==> src/hw/rtl/sre_ram.sv <==
// Generic single-port-write, registered-read RAM.
// No dependencies.
module sre_ram #(
	parameter int Width = 8,
	parameter int Depth = 256
) (
	input  logic                     clk,
	input  logic                     we,
	input  logic [$clog2(Depth)-1:0] waddr,
	input  logic [Width-1:0]         wdata,
	input  logic [$clog2(Depth)-1:0] raddr,
	output logic [Width-1:0]         rdata
);
	logic [Width-1:0] mem_q [Depth];

	always_ff @(posedge clk) begin
		if (we) begin
			mem_q[waddr] <= wdata;
		end
		rdata <= mem_q[raddr];
	end
endmodule

==> config.mk <==
export PLATFORM = sky130hd
export DESIGN_NAME = sre_ram
export DESIGN_NICKNAME = d
export VERILOG_FILES = /design/src/hw/rtl/sre_ram.sv
export SDC_FILE = /design/constraint.sdc
export NUM_CORES = 2
export LEC_CHECK = 0
export ABC_CLOCK_PERIOD_IN_PS = 2300
export BUFFER_PORTS_ARGS = -buffer_cell sky130_fd_sc_hd__buf_4
export CORE_MARGIN = 1.5
export CORE_UTILIZATION = 56
export CTS_CLUSTER_SIZE = 40
export DETAILED_ROUTE_END_ITERATION = 10
export PLACE_DENSITY_LB_ADDON = 0.08
export SLEW_MARGIN = 20
export SYNTH_ARGS = -nofsm -noshare
export SYNTH_HDL_FRONTEND = slang
export SYNTH_SLANG_ARGS = --single-unit
==> constraint.sdc <==
create_clock -name clk -period 2.3 [get_ports clk]
set_clock_uncertainty 0.15 [all_clocks]
set_input_delay 0.23 -clock clk [delete_from_list [all_inputs] [get_ports clk]]
set_output_delay 0.23 -clock clk [all_outputs]
set_load 0.02 [all_outputs]
==> flow_summary_export.csv <==
group,metric,value,unit
timing,tightestPinTransition,874,ps
final_layout,syn2layout_area_growth,18.5,%
timing,fin_crit_sh,105,%
final_layout,drive_above_1_share,33.6,%
power,vdd_drop_max,0.000702,V
critical_path,rr_startpoint,"mem_q[83][2]$_DFFE_PP_",
routing,avgViaCountPerCell,6.33,
routing,wl,202,mm
timing,layout_min_cycle_time,2410,ps
synthesis,synth_flop_cell,"edfxtp_1",
synthesis,synth_largest_area_cell,"edfxtp_1",
floorplanning,rows,138,
synthesis,synth_area,79600,sq um
timing,whs,72.4,ps
floorplanning,dieArea,144000,sq um
placement,io_buffer_count,33,
routing,ant_nets,0,
global_route,grt_max_degree,81,
final_layout,num-nets-final,4487,
floorplanning,io_pins,34,
job,drv_cap,0,
global_route,gr-total-overflow,0,
final_layout,layout_commonest_cell,"edfxtp_1",
synthesis,synth_edf_count,2048,
hold_path,min_path_type,"primary input to flop",
critical_path,cp-startpoint,"mem_q[83][2]$_DFFE_PP_",
placement,dpl_cell_area,87400,sq um
timing,relSlewSlack,41.5,%
synthesis,yosysWarnings,0,
clock_tree,cts_tree,"done",
timing,rsz0062_at_grt,"yes",
routing,drcViolationCount,0,
clock_tree,clockBufferDepth,3,
critical_path,slowest_stage,"mux4_2",
synthesis,synth_area_leaders,"edfxtp_1, mux4_2, mux2i_1",
clock_tree,clk_latency,830,ps
critical_path,critPathMaxStageDelay,550,ps
critical_path,cp-start-kind,"flop",
clock_tree,cts.sinks,2056,
critical_path,rrSetupSlack,-110,ps
routing,first_pass_iters,5,
critical_path,worstPathArrival,2970,ps
critical_path,cp_max_fo,1,
timing,slew_viol_final,0,
routing,first_iter_violations,4987,
final_layout,final_cell_mix,"edfxtp_1, buf_4, mux4_2, nor2_1, clkbuf_16",
critical_path,crit_required,2860,ps
synthesis,ys_ff_latch,2056,
synthesis,synthCells,3733,
clock_tree,cts_buffers,197,
timing,final_hold_viol_count,0,
critical_path,r2r-end,"rdata[2]$_DFF_P_",
power,power,77.6,mW
timing,setup_ws,-115,ps
floorplanning,core_area,141000,sq um
timing,setup_violations,7,
placement,dp.cells,6137,
clock_tree,clk_pin_slew,70,ps
floorplanning,fp.dieW,380,um
critical_path,path_cells,"mux4_2 -> mux4_2 -> nor2b_1 -> nor4_1 -> buf_4 -> nor4_2",
clock_tree,cts-root-buf,"clkbuf_16",
global_route,antenna_found_initial,6,
critical_path,end_kind,"flop",
synthesis,async_flop_share,0,%
placement,gp_congestion,0.907,
routing,vias,41254,
timing,max_freq,414,MHz
global_route,grt_pass1_wl,294,mm
run_status,violations,"negative setup slack",
global_route,grt_pass1_vias,42318,
synthesis,synth_cell_types,55,
clock_tree,cts_max_level,4,
clock_tree,post_cts_buffers,0,
power,powerDensity,823,nW/um^2
global_route,grtUsageTotal,28.3,%
placement,dp_hpwl,134,mm
synthesis,synth_fp_nets,3759,
critical_path,crit_path_end,"rdata[2]$_DFF_P_",
placement,pre_cts_ws,-1080,ps
run_status,status,"complete, but fails checks",
final_layout,nFillCells,9225,
critical_path,crit_type,"flop to flop",
final_layout,stdcell_count,6522,
critical_path,cpMostUsedCell,"mux4_2",
power,leakagePower,30.7,nW
synthesis,avgSynthCellArea,21.3,sq um
synthesis,yosysSeqAreaShare,77.5,%
synthesis,yosysTopAreaCellShare,77.3,%
routing,wl_per_cell,31.0,um
critical_path,ff2ff_path_depth,6,
floorplanning,die_h,380,um
floorplanning,initial_utilization,56.3,%
final_layout,design_area,94300,sq um
[worst min-delay path by stage]
stage                         from                 endpoint  slack (ps)  cells past startpoint
final                     waddr[3]  mem_q[175][4]$_DFFE_PP_          70                      5
after global routing      waddr[2]  mem_q[174][1]$_DFFE_PP_          70                      4
after CTS                 waddr[3]  mem_q[175][4]$_DFFE_PP_           8                      5
after floorplan           wdata[0]    mem_q[0][0]$_DFFE_PP_         180                      0
after global placement    wdata[1]   mem_q[90][1]$_DFFE_PP_         550                      1
after detailed placement  wdata[1]   mem_q[90][1]$_DFFE_PP_         560                      1
[Yosys cell counts, drive strengths merged, types with 27 or more instances]
cell type  number
a21oi          96
nor2b          31
nor2          282
nand2          33
edfxtp       2048
buf           122
nand3          34
nor4           27
mux4          456
o22ai          28
mux2i         134
clkbuf        111
o221ai         47
a22oi         133
[registers in the layout, summed over array words and instances, names as in the netlist]
name,cells
rdata,8
mem_q,2048
[critical path, delay by kind of cell, from the launching register on]
family | cells | cell delay (ps)
mux | 2 | 1070
buf+inv | 1 | 200
simple gates | 3 | 520
flops | 1 | 360
[per-layer routing]
metal	up-vias	share of wire [%]	GRT usage, %
met4	0	3.3	9.18
met1	21755	40	40.2
met3	362	8.5	5.11
li1	17176	-	-
met5	-	0	0
met2	1961	49	45.3
[layout make-up]
cell class	instances	area [sq um]	share of cell area, %
diodes	4	10.0	0.0106
clock buffers	236	5150	5.46
clock inverters	130	1170	1.24
inverters	2	7.51	0.00796
multi-input cells	1442	16900	18.0
flip-flops and latches	2056	61700	65.4
well taps	1890	2360	2.51
repair buffers	762	6970	7.40
[stage by stage]
stage | setup TNS (ps) | utilization [%]
floorplan | 0 | -
global placement | -10930 | 61.8
detailed placement | -9480 | 61.9
CTS | -761 | 66.6
global route | -795 | 66.7
finish | -621 | 66.7
[repair_timing]
item,CTS,global route
gates resized for setup,38,35
pin swaps,19,16
hold buffers,18,0
endpoints found under the hold margin,741,0
cloned,0,0
setup endpoints to repair,8,8
[where the power goes]
group          switching [mW]  leakage [nW]  internal, mW
sequential             0.0610          18.5          41.3
combinational            2.69          9.17          1.87
clock                    13.7          3.07          18.0
[cell families (layout without fill, tap and decap cells)]
family / count (synthesis) / in the layout / share of synthesized area (%)
multiplexers: 591 / 591 / 14.6
flip-flops: 2056 / 2056 / 77.5
AO/OA/AOI/OAI: 385 / 385 / 3.42
other: 0 / 4 / 0
AND/OR/NAND/NOR: 466 / 466 / 2.63
buffers and inverters: 235 / 1130 / 1.83
Note: power is estimated with default switching activity, not from simulation.
